===== src/rtl/rlt_ram.sv =====
// ----------------------------------------------------------------------------
// rlt_ram
// Generic single-write, single-read RAM with registered read data.
// ----------------------------------------------------------------------------
module rlt_ram #(
   parameter int WIDTH = 8,
   parameter int DEPTH = 16,
   parameter int AW    = (DEPTH > 1) ? $clog2(DEPTH) : 1
) (
   input  logic             clock,
   input  logic             wr_en,
   input  logic [AW-1:0]    wr_addr,
   input  logic [WIDTH-1:0] wr_data,
   input  logic             rd_en,
   input  logic [AW-1:0]    rd_addr,
   output logic [WIDTH-1:0] rd_data
);

   logic [WIDTH-1:0] mem_ff [DEPTH];
   logic [WIDTH-1:0] rd_data_ff;

   always_ff @(posedge clock) begin
      if (wr_en) begin
         mem_ff[wr_addr] <= wr_data;
      end
      if (rd_en) begin
         rd_data_ff <= mem_ff[rd_addr];
      end
   end

   assign rd_data = rd_data_ff;

endmodule


===== config.mk =====
export PLATFORM = sky130hd
export DESIGN_NAME = rlt_ram
export DESIGN_NICKNAME = d
export VERILOG_FILES = /design/src/rtl/rlt_ram.sv
export SDC_FILE = /design/constraint.sdc
export NUM_CORES = 1
export LEC_CHECK = 0
export BUFFER_PORTS_ARGS = -buffer_cell sky130_fd_sc_hd__buf_2
export CORE_ASPECT_RATIO = 1.2
export CORE_MARGIN = 3
export CORE_UTILIZATION = 55
export CTS_CLUSTER_SIZE = 40
export DETAILED_ROUTE_END_ITERATION = 16
export PLACE_DENSITY = 0.84
export SLEW_MARGIN = 20
export SYNTH_ARGS = -nofsm -noshare
export SYNTH_HDL_FRONTEND = slang
export SYNTH_SLANG_ARGS = --single-unit

===== constraint.sdc =====
create_clock -name clock -period 2.9 [get_ports clock]
set_input_delay 0.29 -clock clock [delete_from_list [all_inputs] [get_ports clock]]
set_output_delay 0.29 -clock clock [all_outputs]
set_load 0.01 [all_outputs]

Word level (Yosys, flattened, before mapping)
Memories as Yosys holds them, arrays and structs flattened. A register that Yosys moved wholly into a read port is not among the register bits.
Index checks and enable logic that the tools add are counted.
W data, S select, Z words.
{ "op_classes": {"n_mux": 2} }
{ "op_table": {"columns": ["cell", "n"], "rows": [
  ["$mux W1", 2]
]} }
{ "word_totals": {"ram_bits": 128, "register_bits": 0, "output_inout_bits": 8, "memories": 1, "wordCells": 3} }
{ "memory_table": {"columns": ["memory", "words", "word_bits", "read_ports", "rd_clocked_by_memory_dff", "write_ports", "line_no", "rtl"], "rows": [
  ["mem_ff", 16, 8, 1, 1, 1, "19", "logic [WIDTH-1:0] mem_ff [DEPTH];"]
]} }

Logic depth before layout (Yosys ltp)
Gate-level depths: netlist of the first run.
{ "depth": {"ltp_word": 2, "depth_mapped": 5, "ltp_nobuf": 3} }

Worst setup path before layout of the first run
OpenSTA, ideal clock, no wires.
{ "synth_timing": {"path_kind": "input to register", "from": "input port wr_addr[2]", "to": "memory mem_ff[0][0], enable pin", "n_path_buf": 0, "path_stages": 2, "slack_ns": 1.117, "arrival_time_ns": 1.400, "cell_sequence": "or3b_2 -> nor3_1"} }
{ "synth_lines": {"columns": ["element", "line_no", "rtl"], "rows": [
  ["start, declared", "12", "input logic [AW-1:0] wr_addr,"],
  ["end, declared", "19", null]
]} }
Straight into the memory's write port.

==> metrics.csv, run 1 <==
stage,metric,value,unit
placement,place_ws,761.0,ps
worst_hold_path,whs_path_depth,1,
worst_hold_path,min_from,rd_en,
cts,clkSlewWorstSetupHoldPaths,60,ps
synth,synthFlopType,edfxtp_1,
critical_path,critPathSlowestCell,mux4_2,
power_and_ir_drop,peakVddDrop,0.4284,mV
synth,yosysTopAreaCell,edfxtp_1,
timing,fin_ws,1333,ps
timing,finalSetupTns,0,ps
critical_path,r2r-start,mem_ff[8][0],
cts,cts_root_buf,clkbuf_8,
critical_path,arrival,1830,ps
timing,max-slew-margin-rel,39.30,%
cells_and_area,fin_area,0.006007,mm^2
run,maxCapViolations,0,
timing,min_period,1567,ps
critical_path,r2r_cells,3,
synth,ys_types,18,
synth,synthCells,229,
cts,cts_tree,done,
synth,avgSynthCellArea,22.83,um^2
grt,track_usage,20.14,%
floorplan,dieWidth,95.00,um
cells_and_area,fill_cells,577,
critical_path,cp_top_family,buffers and inverters,
timing,worst-slew-pin-transition,907.1,ps
floorplan,die_h,112.8,um
cells_and_area,final_nets,291,
cts,hold_buffers,0,
cts,htreeDepth,4,
cts,clk_latency,520,ps
grt,grt_max_degree,33,
routing,drtAntennaViolNets,0,
synth,synth_common_cells,"edfxtp_1 (136), mux4_2 (18), a22oi_1 (16)",
floorplan,io_pins,27,
status,outcome,finished clean,
synth,synthDominantCellAreaShare,78.12,%
cells_and_area,num_antenna_cells,0,
critical_path,critPathMaxStageDelay,560,ps
critical_path,worstPathMaxFanout,15,
synth,synthMostInstantiatedCell,edfxtp_1,
routing,wl_per_cell,23.42,um
placement,post_dp_cell_area,0.005482,mm^2
placement,place.gp.congestion,0.7728,
timing,final_hold_viol_count,0,
critical_path,cp_num_buf_inv,2,
power_and_ir_drop,p_leak,1.993,nW
synth,synthTopCellsByArea,"edfxtp_1 (78%), mux4_2 (7.8%), mux4_1 (7.0%)",
routing,via_per_inst,5.958,
grt,grt_pass1_vias,2606,
cells_and_area,final_layout_size_suffix_gt1_share,28.87,%
synth,synth_seq_cells,136,
routing,drt_first_pass_iters,4,
cts,post_cts_resized,0,
timing,max_freq,638.3,MHz
critical_path,worstSetupPathType,input port to register,
routing,drc_errors,0,
critical_path,r2r_setup_slack,1350,ps
critical_path,r2r-end,rd_data[0],
routing,wirelength,9460,um
timing,fin_skew,7.222,ps
synth,synth_nets,248,
critical_path,worstPathCellList,buf_2 -> buf_4 -> mux4_2 -> a22oi_1 -> nand2_1,
timing,setup_viol,0,
grt,grt_pass1_wl,14930,um
critical_path,endpoint_kind,register,
critical_path,start_kind,input port,
floorplan,start_util,57.26,%
synth,synth_edf_count,136,
floorplan,rows,38,
cts,clock-sinks,136,
cts,cts_setup_buffers,0,
placement,dp_hpwl,5771,um
cells_and_area,syn2layout_area_growth,14.91,%
floorplan,dieArea,0.01072,mm^2
synth,yosys_warnings,0,
routing,dr_total_vias,2407,
cts,clockBufferDepth,2,
synth,async_reset_ff_share,0,%
timing,rsz0062_at_grt,false,
cts,numCtsBuffers,17,
timing,period_share,54.03,%
worst_hold_path,hold_class,input port to register,
grt,antenna_found_initial,0,
synth,ys_seq_area_share,78.12,%
synth,synth_area,0.005228,mm^2
placement,numPortBuffers,26,
routing,first_iter_violations,284,
worst_hold_path,min_to,rd_data[1],
critical_path,required,3160,ps
power_and_ir_drop,power,4.294,mW
grt,grt-ovfl-total,0,
power_and_ir_drop,power_density,714.8,mW/mm^2
floorplan,core,0.009129,mm^2
timing,drv_slew,0,
==> state kept, by name, indices dropped and copies added (netlist names) <==
register,flops
mem_ff,128
rd_data,8
==> per-stage QoR <==
stage | hold WS [ps] | utilization (%) | cells
finish | 122.4 | 65.80 | 404
floorplan | 388.9 | - | 229
CTS | 103.0 | 65.80 | 404
detailed placement | 652.8 | 60.05 | 373
global route | 98.43 | 65.80 | 404
global placement | 648.5 | 60.05 | 373
==> kinds of logic (layout without fill, tap and decap cells) <==
group                  Yosys count  after routing  synth area share [%]
AND/OR/NAND/NOR                 35             35                 3.136
multiplexers                    32             32                 14.79
buffers and inverters           10             65                 1.651
flip-flops                     136            136                 78.12
AO/OA/AOI/OAI                   16             16                 2.298
==> power breakdown <==
part / internal, mW / switching (mW) / total [mW]
clock network: 1.11 / 0.760 / 1.87
logic: 0.0795 / 0.113 / 0.193
registers: 2.22 / 0.0110 / 2.23
total: 3.41 / 0.884 / 4.29
==> per-layer routing <==
layer / global-route usage (%) / vias to the layer above / routed length, um
met1: 26.58 / 1235 / 3671
met2: 31.84 / 88 / 5037
met4: 6.641 / 0 / 116
met5: 0 / - / 0
met3: 6.915 / 15 / 633
li1: - / 1069 / -
==> placed cells by master, fill, tap and decap left out <==
master | Yosys | final
clkinv_1 | 0 | 2
clkinv_2 | 0 | 4
clkinvlp_4 | 0 | 6
bufinv_16 | 0 | 1
buf_2 | 3 | 26
and2b_1 | 1 | 1
nand3_1 | 1 | 1
nand2_1 | 9 | 9
buf_4 | 1 | 8
nand2b_1 | 2 | 2
or3b_2 | 1 | 1
edfxtp_1 | 136 | 136
and2_1 | 1 | 1
nor2b_1 | 1 | 1
nor3_1 | 4 | 4
nand3b_1 | 2 | 2
clkinv_4 | 0 | 1
mux4_2 | 18 | 18
clkbuf_8 | 0 | 1
mux4_1 | 14 | 14
a22oi_1 | 16 | 16
clkbuf_16 | 0 | 16
nor2_1 | 13 | 13
==> how the worst max path moves through the flow <==
stage	start	to	cells after the start
CTS	rd_addr[0]	rd_data[3]	5
global route	rd_addr[0]	rd_data[4]	5
detailed placement	rd_addr[0]	rd_data[3]	5
global placement	rd_addr[0]	rd_data[3]	5
floorplan	wr_addr[2]	mem_ff[0][0]	2
finish	rd_addr[0]	rd_data[7]	5
==> final cells by class <==
type | count | area [um^2] | share of cell area (%)
clock inverter | 14 | 111.4 | 1.854
multi-input combinational | 83 | 1057 | 17.60
timing repair buffer | 34 | 190.2 | 3.166
clock buffer | 17 | 414.1 | 6.894
tap | 120 | 150.1 | 2.499
sequential | 136 | 4084 | 67.99
Power figures use the tool's default switching activity.
==> run 2, diff against run 1 <==
ABC_AREA = 1   (was default)
clock period = 1.45 ns   (was 2.9 ns; I/O delays follow)
==> run 2 against run 1 <==
  * Clock-buffer cell count increased by 3
  * Register-to-register slack got worse by 1000 ps
  * Clock skew about the same
  * Via count increased by 65%
  * Non-clock buffer count increased by 13
  * Highest routed layer unchanged
==> metrics.csv, run 2 <==
stage,metric,value,unit,change
status,outcome,finished clean,,
power_and_ir_drop,p_leak,2.920,nW,+46%
synth,synthMostInstantiatedCell,nand2_1,,
cts,cts_setup_buffers,0,,unchanged
cts,clk_latency,420,ps,-100 ps
floorplan,io_pins,27,,unchanged
cells_and_area,multi_input_area,0.001214,mm^2,+15%
routing,via_per_inst,5.435,,-8.8%
grt,grt_max_degree,65,,+97%
timing,finalSetupTns,0,ps,unchanged
power_and_ir_drop,power_density,1338,mW/mm^2,+87%
synth,synthCells,551,,+140%
cells_and_area,regArea,0.004084,mm^2,unchanged
placement,dpl.cell_count,700,,+88%
synth,synth_common_cells,"nand2_1 (173), edfxtp_1 (136), inv_1 (100)",,
power_and_ir_drop,peakVddDrop,0.7958,mV,+86%
cts,hold_buffers,0,,unchanged
synth,avgSynthCellArea,10.61,um^2,-54%
critical_path,cp_top_family,flip-flops,,
synth,synthSimpleGateAreaFrac,20.76,%,+18 points
routing,wl_per_cell,17.62,um,-25%
synth,synthDominantCellAreaShare,69.85,%,-8.3 points
timing,rsz0062_at_grt,false,,
timing,max-slew-margin-rel,61.76,%,+22 points
floorplan,core,0.01021,mm^2,+12%
cts,htreeDepth,4,,unchanged
synth,synth_edf_count,136,,unchanged
floorplan,dieWidth,100.1,um,+5.4%
cells_and_area,final_nets,612,,+110%
cts,clkSlewWorstSetupHoldPaths,60,ps,about the same
critical_path,cp_num_buf_inv,1,,-1
synth,synthMuxAreaShare,0,%,-15 points
critical_path,critPathSlowestCell,edfxtp_1,,
cts,post_cts_resized,0,,unchanged
routing,wirelength,12880,um,+36%
routing,dr_total_vias,3973,,+65%
placement,numPortBuffers,26,,unchanged
timing,min_period,1136,ps,
critical_path,worstPathCellList,buf_2,,
grt,grt-ovfl-total,0,,unchanged
synth,ys_seq_area_share,69.85,%,-8.3 points
floorplan,die_h,118.9,um,+5.5%
critical_path,worstSetupPathType,register to output pin,,
synth,synth_xor_area_share,0,%,unchanged
critical_path,worstPathMaxFanout,1,,-14
worst_hold_path,hold_class,input port to register,,
cells_and_area,final_common_cell,nand2_1,,
cells_and_area,utilization,65.70,%,-0.10 points
cells_and_area,largest_reg_flops,128,,unchanged
cells_and_area,num_antenna_cells,0,,unchanged
critical_path,start_kind,register,,
cts,cts_root_buf,clkbuf_16,,
synth,synthFlopType,edfxtp_1,,
timing,worst-slew-pin-transition,572.8,ps,-334.3 ps
timing,period_share,78.36,%,
placement,dp_hpwl,8219,um,+42%
cells_and_area,fill_cells,748,,+30%
synth,synth-compound-area-share,0,%,-2.3 points
critical_path,endpoint_kind,output pin,,
grt,grt_pass1_wl,20960,um,+40%
synth,ys_types,11,,-7
grt,antenna_found_initial,0,,unchanged
timing,setup_viol,0,,unchanged
run,maxCapViolations,0,,unchanged
power_and_ir_drop,power,8.973,mW,+110%
routing,drt_first_pass_iters,5,,+1
timing,fin_skew,7.120,ps,-0.1016 ps
grt,grt_pass1_vias,4100,,+57%
routing,drc_errors,0,,unchanged
synth,synth_nets,570,,+130%
synth,async_reset_ff_share,0,%,unchanged
cts,numCtsBuffers,17,,unchanged
timing,fin_hold_ws,86.51,ps,-35.91 ps
synth,synth_top_family_by_area,simple AND/OR/NAND/NOR gates,,
synth,synth_seq_cells,136,,unchanged
critical_path,required,1310,ps,-1850 ps
synth,yosysTopAreaCell,edfxtp_1,,
synth,synthTopCellsByArea,"edfxtp_1 (70%), nand2_1 (11%), nand3_1 (8.3%)",,
synth,synth_area,0.005847,mm^2,+12%
placement,place.gp.congestion,0.9666,,+25%
grt,track_usage,23.71,%,+3.6 points
synth,synthAdderAreaFrac,0,%,unchanged
critical_path,arrival,990,ps,-840 ps
cts,clockBufferDepth,2,,unchanged
timing,drv_slew,0,,unchanged
synth,yosys_warnings,0,,unchanged
cells_and_area,syn2layout_area_growth,14.72,%,
critical_path,r2r_setup_slack,320,ps,-1030 ps
cells_and_area,final_cells,731,,+81%
timing,max_freq,880.1,MHz,
floorplan,start_util,57.27,%,about the same
cells_and_area,layout_common_cells,"nand2_1 (173), edfxtp_1 (136), inv_1 (100), nand3_1 (97), buf_2 (26)",,
cells_and_area,largest-register,mem_ff,,
cells_and_area,final_layout_size_suffix_gt1_share,12.23,%,-17 points
floorplan,rows,40,,+5.3%
routing,first_iter_violations,419,,+48%
critical_path,critPathMaxStageDelay,410,ps,-150 ps
routing,drtAntennaViolNets,0,,unchanged
cts,cts_tree,done,,
cts,clock-sinks,136,,unchanged
timing,final_hold_viol_count,0,,unchanged
floorplan,dieArea,0.01191,mm^2,+11%
==> run 2: where the power goes <==
| group | switching, mW | total [mW] | leakage [nW] | internal (mW) |
|---|---|---|---|---|
| clock network | 1.49 | 3.97 | 0.266 | 2.48 |
| registers | 0.0258 | 4.46 | 1.24 | 4.43 |
| logic | 0.380 | 0.540 | 1.42 | 0.160 |
==> run 2: logic make-up after synthesis <==
logic type / after synthesis
simple gates: 289
flops: 136
buf+inv: 126
==> run 2: final cells by class <==
type	instances	area share, %
flip-flops and latches	136	60.88
repair buffers	47	4.850
clock inverters	11	1.604
clock buffers	20	6.510
multi-input cells	289	18.09
inverters	102	5.708
well taps	126	2.350
==> run 2: path summary, 6_finish.rpt <==
path                                   start          to  cells after the start
worst max-delay path              rd_data[2]  rd_data[2]                      1
worst min-delay path                   rd_en  rd_data[0]                      1
worst max register to register  mem_ff[4][4]  rd_data[4]                      6
worst min register to register  mem_ff[9][7]  rd_data[7]                      6
==> run 2: metal layers <==
layer | global-route usage [%] | share of wire [%]
met1 | 28.34 | 38
met2 | 39.47 | 51
met3 | 5.331 | 7.0
met4 | 12.81 | 3.7
met5 | 0 | 0
==> run 2: through the flow <==
| stage | area, um^2 | worst slack, ps |
|---|---|---|
| 6_report | 6708 | 313.7 |
| 5_1_grt | 6708 | 241.6 |
| 4_1_cts | 6708 | 308.8 |
| 3_5_place_dp | 6163 | 41.63 |
| 3_3_place_gp | 6163 | 82.40 |
| 2_1_floorplan | 5847 | 354.2 |
==> run 3, diff against run 2 <==
PLACE_DENSITY = 0.86   (was 0.84)
clock period = 1 ns   (was 1.45 ns; I/O delays follow)
==> run 3 against run 2 <==
  * The run now ends with negative setup slack left
  * Flip-flop and latch count did not move
  * Worst hold slack worse by 49 ps
  * First-iteration DRC count grew 12%
  * Non-clock buffer count increased by 6
  * Utilization is 4.4 points higher
  * Via count is 5.3% higher
  * Global-route usage increased by 1.2 points
  * Clock-buffer cell count is 1 lower
  * Setup slack got worse by 460 ps
  * Critical endpoint is now rd_data[7]
==> metrics.csv, run 3 (same netlist as run 2, synthesis figures left out) <==
stage,metric,value,unit,change
status,outcome,"finished, violations left",,
status,violations,negative setup slack,,
cts,numCtsBuffers,17,,unchanged
cts,clock-sinks,136,,unchanged
timing,min_period,1148,ps,
timing,drv_slew,0,,unchanged
critical_path,arrival,1330,ps,+340 ps
placement,place_ws,-346.0,ps,-387.6 ps
timing,final_hold_viol_count,0,,unchanged
cells_and_area,final_layout_size_suffix_gt1_share,24.67,%,+12 points
cts,clkSlewWorstSetupHoldPaths,60,ps,about the same
timing,finalSetupTns,-1350,ps,-1350 ps
power_and_ir_drop,power_density,1941,mW/mm^2,+45%
cells_and_area,layout_common_cells,"nand2_1 (164), edfxtp_1 (136), inv_1 (98), nand3_2 (53), nand3_1 (44)",,
timing,max-slew-margin-rel,50.26,%,-12 points
timing,worst-slew-pin-transition,745.1,ps,+172.3 ps
routing,drtAntennaViolNets,0,,unchanged
worst_hold_path,hold_class,input port to register,,
timing,fin_hold_ws,37.26,ps,-49.24 ps
cts,htreeDepth,4,,unchanged
critical_path,r2r_cells,6,,unchanged
grt,track_usage,24.92,%,+1.2 points
cts,cts_root_buf,clkbuf_16,,
placement,dpl.cell_count,706,,+0.86%
critical_path,r2r-end,rd_data[7],,
placement,post_dp_cell_area,0.006254,mm^2,+1.5%
power_and_ir_drop,p_leak,3.092,nW,+5.9%
timing,fin_skew,6.321,ps,-0.7996 ps
cts,cts_tree,done,,
critical_path,worstPathCellList,inv_1 -> nand2_1 -> nand3_1 -> nand3_1 -> nand3_2 -> nand2_1,,
critical_path,cp_num_buf_inv,1,,unchanged
critical_path,worstPathMaxFanout,1,,unchanged
cells_and_area,num_antenna_cells,0,,unchanged
floorplan,io_pins,27,,unchanged
worst_hold_path,whs_path_depth,1,,unchanged
cells_and_area,fin_area,0.007153,mm^2,+6.6%
critical_path,start_kind,register,,
cells_and_area,largest-register,mem_ff,,
critical_path,r2r_setup_slack,-150,ps,-470 ps
routing,via_per_inst,5.671,,+4.3%
routing,drc_errors,0,,unchanged
cells_and_area,final_nets,618,,+0.98%
cells_and_area,final_cells,738,,+0.96%
routing,drt_first_pass_iters,5,,unchanged
cts,cts_setup_buffers,0,,unchanged
floorplan,die_h,118.9,um,unchanged
worst_hold_path,min_to,rd_data[2],,
critical_path,endpoint_kind,register,,
timing,max_freq,871.3,MHz,
grt,antenna_found_initial,0,,unchanged
timing,setup_viol,16,,+16
cts,clk_latency,430,ps,about the same
critical_path,r2r-start,mem_ff[14][7],,
critical_path,cp_top_family,simple AND/OR/NAND/NOR gates,,
routing,dr_total_vias,4185,,+5.3%
timing,rsz0062_at_grt,true,,
run,maxCapViolations,0,,unchanged
placement,dp_hpwl,8283,um,+0.78%
timing,period_share,114.8,%,
worst_hold_path,min_from,rd_en,,
cells_and_area,utilization,70.06,%,+4.4 points
routing,wl_per_cell,19.84,um,+13%
floorplan,dieArea,0.01191,mm^2,unchanged
power_and_ir_drop,power,13.88,mW,+55%
floorplan,core,0.01021,mm^2,unchanged
grt,grt_pass1_wl,21910,um,+4.5%
timing,fin_ws,-147.7,ps,-461.4 ps
critical_path,critPathMaxStageDelay,390,ps,-20 ps
placement,numPortBuffers,26,,unchanged
cells_and_area,largest_reg_flops,128,,unchanged
critical_path,required,1180,ps,-130 ps
critical_path,worstSetupPathType,register to register,,
routing,first_iter_violations,469,,+12%
power_and_ir_drop,peakVddDrop,1.017,mV,+28%
grt,grt_pass1_vias,4040,,-1.5%
cells_and_area,syn2layout_area_growth,22.34,%,
critical_path,critPathSlowestCell,edfxtp_1,,
grt,grt-ovfl-total,0,,unchanged
grt,grt_max_degree,33,,-49%
routing,wirelength,14650,um,+14%
floorplan,dieWidth,100.1,um,unchanged
floorplan,rows,40,,unchanged
cts,clockBufferDepth,2,,unchanged
cells_and_area,final_common_cell,nand2_1,,
floorplan,start_util,57.27,%,unchanged
placement,place.gp.congestion,0.8902,,-7.9%
-- run 3: changes by cell type in the layout (fill, tap and decap cells not counted), sizes merged --
cell      before  now
clkbuf        20   19
bufinv         2    4
clkinvlp       1    3
buf           47   53
clkinv         8    6
-- run 3: metal layers --
layer	share of wire, %	GRT usage, %	vias to the layer above
li1	-	-	1877
met1	37	31.83	1964
met2	49	39.43	287
met3	9.9	6.503	57
met4	4.4	12.13	0
met5	0	0	-
-- run 3: repair_timing --
item,CTS,global route
gates cloned,0,0
endpoints found under the setup margin,16,16
pin swaps,10,28
hold buffers,0,0
gates resized for setup,15,49
-- run 3: worst reg2reg max path, cell delays in order, from the launching register on --
cell	delay, ps
edfxtp_1	390
inv_1	80
nand2_1	50
nand3_1	90
nand3_1	110
nand3_2	110
nand2_1	70
-- run 3: worst max-delay path by stage --
stage	start	endpoint	slack (ps)	cells after the start
after floorplan	wr_addr[2]	mem_ff[10][0]	-50	2
after global placement	rd_addr[1]	rd_data[1]	-300	6
after detailed placement	rd_addr[1]	rd_data[1]	-350	6
after CTS	rd_data[0]	rd_data[0]	-110	1
after global routing	mem_ff[2][0]	rd_data[0]	-220	6
final	mem_ff[14][7]	rd_data[7]	-150	6
-- run 3: layout make-up --
type	instances	area, um^2
Timing Repair Buffer	53	407.9
Multi-Input combinational cell	289	1509
Fill cell	642	3057
Clock buffer	19	432.9
Tap cell	126	157.7
Clock inverter	13	178.9
Sequential cell	136	4084
Inverter	102	382.9
-- run 3: where the power goes --
group	switching [mW]	internal [mW]	total (mW)
logic	0.655	0.292	0.947
registers	0.0399	6.43	6.47
clock network	2.33	4.14	6.47
